### config.mk
export PLATFORM = sky130hd
export DESIGN_NAME = pk_glyph_run_length_decoder_core
export DESIGN_NICKNAME = d
export VERILOG_FILES = /design/src/hw/rtl/pkgrd_pkg.sv /design/src/hw/rtl/pkgrd_front.sv /design/src/hw/rtl/pkgrd_back.sv /design/src/hw/rtl/pk_glyph_run_length_decoder_core.sv
export SDC_FILE = /design/constraint.sdc
export NUM_CORES = 1
export LEC_CHECK = 0
export BUFFER_PORTS_ARGS = -buffer_cell sky130_fd_sc_hd__buf_2
export CAP_MARGIN = 10
export CORE_MARGIN = 4
export CORE_UTILIZATION = 30
export CTS_BUF_LIST = sky130_fd_sc_hd__clkbuf_8 sky130_fd_sc_hd__clkbuf_16
export CTS_CLUSTER_DIAMETER = 30
export DETAILED_ROUTE_END_ITERATION = 7
export GPL_TIMING_DRIVEN = 0
export MAX_ROUTING_LAYER = met4
export PLACE_DENSITY = 0.41
export SLEW_MARGIN = 20
export SYNTH_ARGS = -nofsm -noshare
export SYNTH_HDL_FRONTEND = slang
export SYNTH_HIERARCHICAL = 1
export SYNTH_SLANG_ARGS = --single-unit
### constraint.sdc
create_clock -name clock -period 10.5 [get_ports clock]
set_input_delay 2.1 -clock clock [delete_from_list [all_inputs] [get_ports clock]]
set_output_delay 2.1 -clock clock [all_outputs]
set_load 0.005 [all_outputs]
### src/hw/rtl/pkgrd_pkg.sv
// Shared types and constants for the packed glyph run-length decoder.
package pkgrd_pkg;

   localparam int DEF_MAX_WIDTH  = 64;
   localparam int DEF_MAX_HEIGHT = 64;
   localparam int QUEUE_DEPTH    = 4;
   localparam int QPTR_W         = $clog2(QUEUE_DEPTH);

   localparam logic [1:0] CSR_FLAG   = 2'd0;
   localparam logic [1:0] CSR_WIDTH  = 2'd1;
   localparam logic [1:0] CSR_HEIGHT = 2'd2;

   localparam logic [3:0] DYN_RAW    = 4'd14;
   localparam logic [3:0] NYB_REPEAT = 4'd14;
   localparam logic [3:0] NYB_ONCE   = 4'd15;

   typedef struct packed {
      logic [7:0] data_byte;
      logic       glyph_start;
   } pkgrd_word_type;

   typedef enum logic [3:0] {
      ST_IDLE,
      ST_CHECK,
      ST_RAW,
      ST_NYB,
      ST_PAINT,
      ST_NEXT,
      ST_FIN,
      ST_REP
   } pkgrd_state_type;

   typedef enum logic [1:0] {
      PH_FIRST,
      PH_ZEROS,
      PH_DIGITS,
      PH_SECOND
   } pkgrd_phase_type;

endpackage

### src/hw/rtl/pkgrd_front.sv
// Front end: accepts packed words and queues them for the decode engine.
module pkgrd_front (
   input  logic                     clock,
   input  logic                     reset,
   input  logic                     req_valid,
   output logic                     req_stall,
   input  logic [7:0]               req_data_byte,
   input  logic                     req_glyph_start,
   output logic                     word_valid,
   output pkgrd_pkg::pkgrd_word_type word,
   input  logic                     word_pop
);
   import pkgrd_pkg::*;

   pkgrd_word_type          mem_ff [QUEUE_DEPTH];
   logic [QPTR_W-1:0]       wr_ff, wr_in, rd_ff, rd_in;
   logic [QPTR_W:0]         cnt_ff, cnt_in;
   logic                    push, pop;

   assign req_stall  = (cnt_ff == (QPTR_W+1)'(QUEUE_DEPTH));
   assign word_valid = (cnt_ff != '0);
   assign word       = mem_ff[rd_ff];
   assign push       = req_valid && !req_stall;
   assign pop        = word_pop && word_valid;

   always_comb begin
      wr_in  = push ? wr_ff + 1'b1 : wr_ff;
      rd_in  = pop ? rd_ff + 1'b1 : rd_ff;
      cnt_in = cnt_ff;
      if (push && !pop) begin
         cnt_in = cnt_ff + 1'b1;
      end else if (pop && !push) begin
         cnt_in = cnt_ff - 1'b1;
      end
   end

   always_ff @(posedge clock) begin
      if (reset) begin
         wr_ff  <= '0;
         rd_ff  <= '0;
         cnt_ff <= '0;
      end else begin
         wr_ff  <= wr_in;
         rd_ff  <= rd_in;
         cnt_ff <= cnt_in;
      end
   end

   always_ff @(posedge clock) begin
      if (push) begin
         mem_ff[wr_ff] <= '{data_byte: req_data_byte, glyph_start: req_glyph_start};
      end
   end

endmodule

### src/hw/rtl/pkgrd_back.sv
// Back end: nybble parser, run painter and row emitter with output register.
module pkgrd_back #(
   parameter int MAX_WIDTH  = pkgrd_pkg::DEF_MAX_WIDTH,
   parameter int MAX_HEIGHT = pkgrd_pkg::DEF_MAX_HEIGHT
) (
   input  logic                     clock,
   input  logic                     reset,
   input  logic                     word_valid,
   input  pkgrd_pkg::pkgrd_word_type word,
   output logic                     word_pop,
   input  logic [7:0]               flag_byte,
   input  logic [6:0]               glyph_width,
   input  logic [6:0]               glyph_height,
   output logic                     rsp_valid,
   input  logic                     rsp_stall,
   output logic [5:0]               rsp_row_index,
   output logic [63:0]              rsp_row_pixels,
   output logic                     rsp_last_row
);
   import pkgrd_pkg::*;

   localparam int HCAP = (MAX_HEIGHT > 64) ? 64 : MAX_HEIGHT;
   localparam logic [6:0] WCAP = 7'(MAX_WIDTH);
   localparam logic [6:0] HLIM = 7'(HCAP);

   pkgrd_state_type state_ff, state_in, ret_ff, ret_in;
   pkgrd_phase_type phase_ff, phase_in;
   logic [7:0]  byte_ff, byte_in;
   logic        raw_ff, raw_in, sel_ff, sel_in;
   logic [2:0]  idx_ff, idx_in;
   logic [63:0] cur_ff, cur_in, prev_ff, prev_in;
   logic [6:0]  col_ff, col_in, rows_ff, rows_in, rep_ff, rep_in;
   logic [15:0] run_ff, run_in, acc_ff, acc_in;
   logic        colour_ff, colour_in, done_ff, done_in;
   logic [3:0]  dc_ff, dc_in;
   logic [7:0]  nir_ff, nir_in;
   logic        out_valid_ff, out_valid_in, out_last_ff, out_last_in;
   logic [5:0]  out_index_ff, out_index_in;
   logic [63:0] out_pix_ff, out_pix_in;

   logic [6:0]  eff_w, eff_h, room, chunk;
   logic [3:0]  f, nyb;
   logic        slot_free, bit_val, have_num;
   logic [19:0] acc_shift;
   logic [15:0] acc_sat, num;
   logic [3:0]  dc_dec;
   logic signed [19:0] v_dig;
   logic [20:0] v_sec;

   function automatic logic [63:0] low_mask(input logic [6:0] n);
      logic [63:0] m;
      if (n >= 7'd64) begin
         m = '1;
      end else begin
         m = (64'd1 << n[5:0]) - 64'd1;
      end
      return m;
   endfunction

   assign eff_w = (glyph_width == 7'd0) ? 7'd1 :
                  (glyph_width > WCAP) ? WCAP : glyph_width;
   assign eff_h = (glyph_height > HLIM) ? HLIM : glyph_height;
   assign f     = flag_byte[7:4];
   assign nyb   = sel_ff ? byte_ff[3:0] : byte_ff[7:4];
   assign room  = eff_w - col_ff;
   assign chunk = (run_ff < {9'd0, room}) ? run_ff[6:0] : room;
   assign bit_val   = byte_ff[3'd7 - idx_ff];
   assign slot_free = !out_valid_ff || !rsp_stall;

   assign rsp_valid      = out_valid_ff;
   assign rsp_row_index  = out_index_ff;
   assign rsp_row_pixels = out_pix_ff;
   assign rsp_last_row   = out_last_ff;
   assign word_pop       = (state_ff == ST_IDLE) && word_valid;

   always_comb begin
      acc_shift = {acc_ff, nyb};
      acc_sat   = (acc_shift > 20'd65535) ? 16'hFFFF : acc_shift[15:0];
      dc_dec    = (dc_ff != 4'd0) ? dc_ff - 4'd1 : 4'd0;
      v_dig     = $signed({4'd0, acc_sat}) + 20'sd193 - $signed({16'd0, f}) * 20'sd15;
      v_sec     = {1'b0, acc_shift} + {17'd0, f} + 21'd1;
      have_num  = 1'b0;
      num       = '0;
      case (phase_ff)
         PH_DIGITS: begin
            have_num = (dc_dec == 4'd0);
            if (v_dig < 0) begin
               num = '0;
            end else if (v_dig > 20'sd65535) begin
               num = 16'hFFFF;
            end else begin
               num = v_dig[15:0];
            end
         end
         PH_SECOND: begin
            have_num = 1'b1;
            num = (v_sec > 21'd65535) ? 16'hFFFF : v_sec[15:0];
         end
         PH_FIRST: begin
            have_num = (nyb != 4'd0) && (nyb <= f);
            num = {12'd0, nyb};
         end
         default: begin
            have_num = 1'b0;
         end
      endcase
   end

   always_comb begin
      state_in = state_ff;
      ret_in   = ret_ff;
      case (state_ff)
         ST_IDLE: begin
            if (word_valid) state_in = ST_CHECK;
         end
         ST_CHECK: begin
            if (rows_ff >= eff_h || done_ff) begin
               state_in = ST_IDLE;
            end else begin
               state_in = raw_ff ? ST_RAW : ST_NYB;
            end
         end
         ST_RAW: begin
            if (done_ff) begin
               state_in = ST_IDLE;
            end else if (col_ff >= eff_w) begin
               state_in = ST_FIN;
               ret_in   = ST_RAW;
            end else if (col_ff + 7'd1 >= eff_w) begin
               state_in = ST_FIN;
               ret_in   = ST_NEXT;
            end else begin
               state_in = ST_NEXT;
            end
         end
         ST_NEXT: begin
            if (raw_ff) begin
               state_in = (idx_ff == 3'd7) ? ST_IDLE : ST_RAW;
            end else begin
               state_in = sel_ff ? ST_IDLE : ST_NYB;
            end
         end
         ST_NYB: begin
            if (done_ff) begin
               state_in = ST_IDLE;
            end else if (have_num && nir_ff == 8'd0) begin
               state_in = ST_PAINT;
            end else begin
               state_in = ST_NEXT;
            end
         end
         ST_PAINT: begin
            if (done_ff) begin
               state_in = ST_NEXT;
            end else if (col_ff >= eff_w) begin
               state_in = ST_FIN;
               ret_in   = ST_PAINT;
            end else if (run_ff == 16'd0) begin
               state_in = ST_NEXT;
            end
         end
         ST_FIN: begin
            if (slot_free) state_in = ST_REP;
         end
         ST_REP: begin
            if (!(rep_ff != 7'd0 && rows_ff < eff_h)) state_in = ret_ff;
         end
         default: begin
            state_in = ST_IDLE;
         end
      endcase
   end

   always_comb begin
      byte_in      = byte_ff;
      raw_in       = raw_ff;
      sel_in       = sel_ff;
      idx_in       = idx_ff;
      cur_in       = cur_ff;
      prev_in      = prev_ff;
      col_in       = col_ff;
      rows_in      = rows_ff;
      rep_in       = rep_ff;
      run_in       = run_ff;
      acc_in       = acc_ff;
      colour_in    = colour_ff;
      done_in      = done_ff;
      dc_in        = dc_ff;
      nir_in       = nir_ff;
      phase_in     = phase_ff;
      out_valid_in = out_valid_ff && rsp_stall;
      out_index_in = out_index_ff;
      out_pix_in   = out_pix_ff;
      out_last_in  = out_last_ff;
      case (state_ff)
         ST_IDLE: begin
            if (word_valid) begin
               byte_in = word.data_byte;
               raw_in  = (f == DYN_RAW);
               sel_in  = 1'b0;
               idx_in  = 3'd0;
               if (word.glyph_start) begin
                  cur_in    = '0;
                  prev_in   = '0;
                  col_in    = '0;
                  rows_in   = '0;
                  run_in    = '0;
                  colour_in = ~flag_byte[3];
                  rep_in    = '0;
                  phase_in  = PH_FIRST;
                  dc_in     = '0;
                  acc_in    = '0;
                  nir_in    = '0;
                  done_in   = 1'b0;
               end
            end
         end
         ST_CHECK: begin
            if (rows_ff >= eff_h) done_in = 1'b1;
         end
         ST_RAW: begin
            if (!done_ff && col_ff < eff_w) begin
               if (!bit_val) cur_in = cur_ff | (64'd1 << col_ff[5:0]);
               col_in = col_ff + 7'd1;
            end
         end
         ST_NEXT: begin
            if (raw_ff) begin
               idx_in = idx_ff + 3'd1;
            end else begin
               sel_in = 1'b1;
            end
         end
         ST_NYB: begin
            if (!done_ff) begin
               case (phase_ff)
                  PH_ZEROS: begin
                     if (nyb == 4'd0) begin
                        if (dc_ff < 4'd15) dc_in = dc_ff + 4'd1;
                     end else begin
                        acc_in   = {12'd0, nyb};
                        phase_in = PH_DIGITS;
                     end
                  end
                  PH_DIGITS: begin
                     acc_in = acc_sat;
                     dc_in  = dc_dec;
                     if (dc_dec == 4'd0) phase_in = PH_FIRST;
                  end
                  PH_SECOND: begin
                     phase_in = PH_FIRST;
                  end
                  default: begin
                     phase_in = PH_FIRST;
                     if (nyb == 4'd0) begin
                        dc_in    = 4'd1;
                        phase_in = PH_ZEROS;
                     end else if (nyb <= f) begin
                        phase_in = PH_FIRST;
                     end else if (nyb < NYB_REPEAT) begin
                        acc_in   = {12'd0, nyb - f - 4'd1};
                        phase_in = PH_SECOND;
                     end else if (nyb == NYB_REPEAT) begin
                        if (nir_ff != 8'hFF) nir_in = nir_ff + 8'd1;
                     end else begin
                        rep_in = 7'd1;
                     end
                  end
               endcase
               if (have_num) begin
                  if (nir_ff != 8'd0) begin
                     rep_in = (num > 16'd127) ? 7'd127 : num[6:0];
                     nir_in = nir_ff - 8'd1;
                  end else begin
                     run_in    = num;
                     colour_in = ~colour_ff;
                  end
               end
            end
         end
         ST_PAINT: begin
            if (!done_ff && col_ff < eff_w && run_ff != 16'd0) begin
               if (colour_ff) begin
                  cur_in = cur_ff | (low_mask(col_ff + chunk) & ~low_mask(col_ff));
               end
               col_in = col_ff + chunk;
               run_in = run_ff - {9'd0, chunk};
            end
         end
         ST_FIN: begin
            if (slot_free) begin
               out_valid_in = 1'b1;
               out_index_in = rows_ff[5:0];
               out_pix_in   = cur_ff;
               out_last_in  = (rows_ff + 7'd1 == eff_h);
               prev_in      = cur_ff;
               cur_in       = '0;
               col_in       = '0;
               rows_in      = rows_ff + 7'd1;
            end
         end
         ST_REP: begin
            if (rep_ff != 7'd0 && rows_ff < eff_h) begin
               if (slot_free) begin
                  out_valid_in = 1'b1;
                  out_index_in = rows_ff[5:0];
                  out_pix_in   = prev_ff;
                  out_last_in  = (rows_ff + 7'd1 == eff_h);
                  rep_in       = rep_ff - 7'd1;
                  rows_in      = rows_ff + 7'd1;
               end
            end else if (rows_ff >= eff_h) begin
               done_in = 1'b1;
            end
         end
         default: begin
            done_in = done_ff;
         end
      endcase
   end

   always_ff @(posedge clock) begin
      if (reset) begin
         state_ff     <= ST_IDLE;
         ret_ff       <= ST_IDLE;
         raw_ff       <= 1'b0;
         sel_ff       <= 1'b0;
         idx_ff       <= '0;
         cur_ff       <= '0;
         prev_ff      <= '0;
         col_ff       <= '0;
         rows_ff      <= '0;
         rep_ff       <= '0;
         run_ff       <= '0;
         acc_ff       <= '0;
         colour_ff    <= 1'b1;
         done_ff      <= 1'b0;
         dc_ff        <= '0;
         nir_ff       <= '0;
         phase_ff     <= PH_FIRST;
         out_valid_ff <= 1'b0;
      end else begin
         state_ff     <= state_in;
         ret_ff       <= ret_in;
         raw_ff       <= raw_in;
         sel_ff       <= sel_in;
         idx_ff       <= idx_in;
         cur_ff       <= cur_in;
         prev_ff      <= prev_in;
         col_ff       <= col_in;
         rows_ff      <= rows_in;
         rep_ff       <= rep_in;
         run_ff       <= run_in;
         acc_ff       <= acc_in;
         colour_ff    <= colour_in;
         done_ff      <= done_in;
         dc_ff        <= dc_in;
         nir_ff       <= nir_in;
         phase_ff     <= phase_in;
         out_valid_ff <= out_valid_in;
      end
   end

   always_ff @(posedge clock) begin
      byte_ff      <= byte_in;
      out_index_ff <= out_index_in;
      out_pix_ff   <= out_pix_in;
      out_last_ff  <= out_last_in;
   end

endmodule

### src/hw/rtl/pk_glyph_run_length_decoder_core.sv
// Top level of the packed glyph run-length decoder.
// Takes one byte of a glyph's packed raster per word and returns finished rows, one word per
// row, repeated rows included. Bytes go into a four-deep queue, so the input keeps flowing while
// the decode engine works, until the queue is full. The engine is a sequencer. A byte enters
// through the idle and check states; a packed byte is then parsed one nybble at a time and a
// raw bitmap byte one pixel bit at a time. Each run number paints its row segments and then
// closes the run. Each finished row passes the finish and repeat states, and each repeated copy
// is emitted from the repeat state. A waiting row held by rsp_stall holds the engine. Bytes after
// the last row are dropped. Configuration is taken at any time and must only change while
// the block is idle.
module pk_glyph_run_length_decoder_core #(
   parameter int MAX_WIDTH  = pkgrd_pkg::DEF_MAX_WIDTH,
   parameter int MAX_HEIGHT = pkgrd_pkg::DEF_MAX_HEIGHT
) (
   input  logic        clock,
   input  logic        reset,
   input  logic        req_valid,
   output logic        req_stall,
   input  logic [7:0]  req_data_byte,
   input  logic        req_glyph_start,
   output logic        rsp_valid,
   input  logic        rsp_stall,
   output logic [5:0]  rsp_row_index,
   output logic [63:0] rsp_row_pixels,
   output logic        rsp_last_row,
   input  logic        csr_valid,
   output logic        csr_ready,
   input  logic [1:0]  csr_index,
   input  logic [7:0]  csr_data
);
   import pkgrd_pkg::*;

   logic [7:0]     flag_ff;
   logic [6:0]     width_ff, height_ff;
   logic           word_valid, word_pop;
   pkgrd_word_type word;

   assign csr_ready = 1'b1;

   always_ff @(posedge clock) begin
      if (reset) begin
         flag_ff   <= 8'd0;
         width_ff  <= 7'd1;
         height_ff <= 7'd1;
      end else if (csr_valid) begin
         case (csr_index)
            CSR_FLAG:   flag_ff   <= csr_data;
            CSR_WIDTH:  width_ff  <= csr_data[6:0];
            CSR_HEIGHT: height_ff <= csr_data[6:0];
            default: begin
               flag_ff <= flag_ff;
            end
         endcase
      end
   end

   pkgrd_front u_front (
      .clock           (clock),
      .reset           (reset),
      .req_valid       (req_valid),
      .req_stall       (req_stall),
      .req_data_byte   (req_data_byte),
      .req_glyph_start (req_glyph_start),
      .word_valid      (word_valid),
      .word            (word),
      .word_pop        (word_pop)
   );

   pkgrd_back #(
      .MAX_WIDTH  (MAX_WIDTH),
      .MAX_HEIGHT (MAX_HEIGHT)
   ) u_back (
      .clock          (clock),
      .reset          (reset),
      .word_valid     (word_valid),
      .word           (word),
      .word_pop       (word_pop),
      .flag_byte      (flag_ff),
      .glyph_width    (width_ff),
      .glyph_height   (height_ff),
      .rsp_valid      (rsp_valid),
      .rsp_stall      (rsp_stall),
      .rsp_row_index  (rsp_row_index),
      .rsp_row_pixels (rsp_row_pixels),
      .rsp_last_row   (rsp_last_row)
   );

endmodule
==> results.yml <==
sta:
  finalHoldViolations: 0
  finalSetupTns_ns: 0
  setup_viol_count_final: 0
  slew_viol_final: 0
  rsz0062_at_grt: "no"
  fin_worst_skew_ns: 0.0404
  maxClockFrequency_ghz: 0.112
  relSlewSlack: 0.185
  whs_ns: 0.466
  min_period_ns: 8.92
  min_period_over_period: 0.850
  timing_worst_slew_pin_value_ns: 1.22
setup_path:
  critical_path.n_buffers_inverters: 6
  cpMostUsedCell: "sky130_fd_sc_hd__ha_1"
  worst-endpoint-required_ns: 11.07
  crit_path_top_delay_cell: "sky130_fd_sc_hd__clkbuf_1"
  crit-reg2reg-capture: "u_back/cur_ff[4]"
  reg2regPathDepth: 28
  cp_slowest_stage_delay_ns: 0.68
  flop_to_flop_setup_slack_ns: 1.58
  regToRegStartpoint: "u_back/col_ff[2]"
  crit_arrival_ns: 9.49
  critical_path.max_fanout: 10
  worst_setup_path_end_kind: "register"
  worstSetupPathType: "register to register"
  crit_family: "compound AO/OA/AOI/OAI gates"
  startpoint_type: "register"
  cp-startpoint: "u_back/col_ff[2]"
die:
  dieHeight_um: 285
  dieWidth_um: 285
  fp.dieArea_um2: 81200
  design.portCount: 98
  initial_core_utilization: 0.303
  coreArea_um2: 75900
  std_cell_rows: 101
drt:
  routed_via_density: 5.49
  routed_wire_length_per_instance_um: 25.0
  drt-pass1-iter-count: 6
  route.detailed.drc: 0
  drtAntennaViolNets: 0
  initialDrtViolationCount: 2292
  drt-total-wl_mm: 104
  route.vias.total: 22900
final_layout:
  finish.cell_count_without_fillers: 4174
  ff_latch_area_um2: 8200
  filler_cell_count: 7825
  finish.net_count: 3211
  synthToLayoutAreaGrowth_pct: 23.1
  multi_input_area_um2: 13600
  final_core_utilization: 0.373
  commonest_non_fill_non_tap_cells_in_the_layout: "sky130_fd_sc_hd__nand2_1, sky130_fd_sc_hd__nor2_1, sky130_fd_sc_hd__dfxtp_1"
  leading_cell_type_in_the_layout_fill_and_taps_excluded: "sky130_fd_sc_hd__nand2_1"
  drive_gt1_frac: 0.111
global_route:
  grt_max_degree: 39
  grt_antenna_before_repair: 3
  global_route.overflow_total: 0
  grt_first_pass_wirelength_mm: 152
  grt_pass1_vias: 22700
  global_route.usage.total: 0.257
clock_network:
  cts_setup_buffers: 0
  clock_latency_ns: 0.66
  cts_repair_resize_count: 0
  holdBufCountCts: 0
  clock_sink_count: 352
  clock_tree_from_tritoncts: "yes"
  cts_root_buf: "sky130_fd_sc_hd__clkbuf_16"
  cts_made_buffers: 98
  cts.htree.levels: 3
  clk_path_buf_depth: 3
  worst_setup_hold_path_clk_slew_ns: 0.05
synth:
  warnings_synthesis: 6
  avgSynthCellArea_um2: 8.04
  synth_cells: 2861
  mappedNetlistNets: 3013
  netlist_area_um2: 23000
power:
  internal-power_mw: 5.48
  power_frac_clock: 0.269
  sequentialPowerShare: 0.146
  post-layout-total-power_mw: 11.3
  cellLeakagePower_nw: 10.9
  power_density_nw_per_um2: 401
  power_frac_comb: 0.585
  power.ir.vdd_worst_v: 0.000247
  netSwitchingPower_mw: 5.87
  switching_share: 0.517
place:
  gp_routability_congestion: 1.03
  numPortBuffers: 96
  placed_cells: 3989
  place.detailed.hpwl_mm: 79.0
run_status:
  run_status: "completed"
flow_run:
  drv_cap: 0
hold_path:
  hold_class: "register to register"
  timing.hold.worst.start: "u_back/ret_ff[2]"
  min_path_cells: 2
  hold_path_end: "u_back/ret_ff[2]"
metal layers:
layer	global-route usage	wire [µm]	up-vias
met4	0.110	4850	0
met2	0.432	50400	853
met1	0.305	43900	11100
li1	-	-	10700
met5	-	0	-
met3	0.0420	5280	235
worst register-to-register path, delay by kind of cell (launching register included):
kind	cells	cell delay (ns)
and+or+nand+nor	6	0.99
AOI/OAI and AO/OA	11	3.34
buffers and inverters	6	2.17
muxes	1	0.42
DFF	1	0.52
adders and majority gates	4	1.43
flip-flops by register name (all words and copies together) (netlist names), 6 cells and up, named ones only:
register,count
width_ff,7
u_back/acc_ff,16
u_back/rows_ff,7
u_back/rsp_row_pixels,64
u_back/cur_ff,64
u_back/nir_ff,8
u_back/run_ff,16
u_back/rsp_row_index,6
u_back/rep_ff,7
height_ff,7
u_back/prev_ff,64
u_front/mem_ff,36
u_back/col_ff,7
u_back/byte_ff,8
power groups by stage:
stage | registers (mW) | logic, mW | clock network [mW]
4_1_cts | 1.65 | 6.41 | 3.11
3_3_place_gp | 1.68 | 6.42 | 0
3_5_place_dp | 1.68 | 6.38 | 0
5_1_grt | 1.67 | 6.95 | 3.20
2_1_floorplan | 1.64 | 3.95 | 0
6_report | 1.65 | 6.64 | 3.05
final cells by class:
| class | instances | share of cell area |
|---|---|---|
| clock inverters | 71 | 0.0295 |
| repair buffers | 98 | 0.0182 |
| well taps | 1030 | 0.0455 |
| flip-flops and latches | 352 | 0.290 |
| inverters | 125 | 0.0167 |
| clock buffers | 111 | 0.0930 |
| diodes | 3 | 0.000265 |
| plain buffers | 179 | 0.0255 |
| multi-input cells | 2205 | 0.482 |
worst max-delay path by stage:
stage,end,depth (start not counted)
6_report,u_back/cur_ff[4],28
5_1_grt,u_back/cur_ff[4],28
4_1_cts,u_back/cur_ff[4],28
3_5_place_dp,u_back/cur_ff[4],28
3_3_place_gp,u_back/cur_ff[4],28
2_1_floorplan,u_back/cur_ff[6],33
stage by stage:
step / area (µm²) / setup WS [ns]
after detailed placement: 24800 / 1.81
after global routing: 28300 / 1.18
after CTS: 28300 / 1.79
final: 28300 / 1.58
after global placement: 24800 / 1.85
after floorplan: 23000 / 4.24
Note: power is estimated with default switching activity, not from simulation.
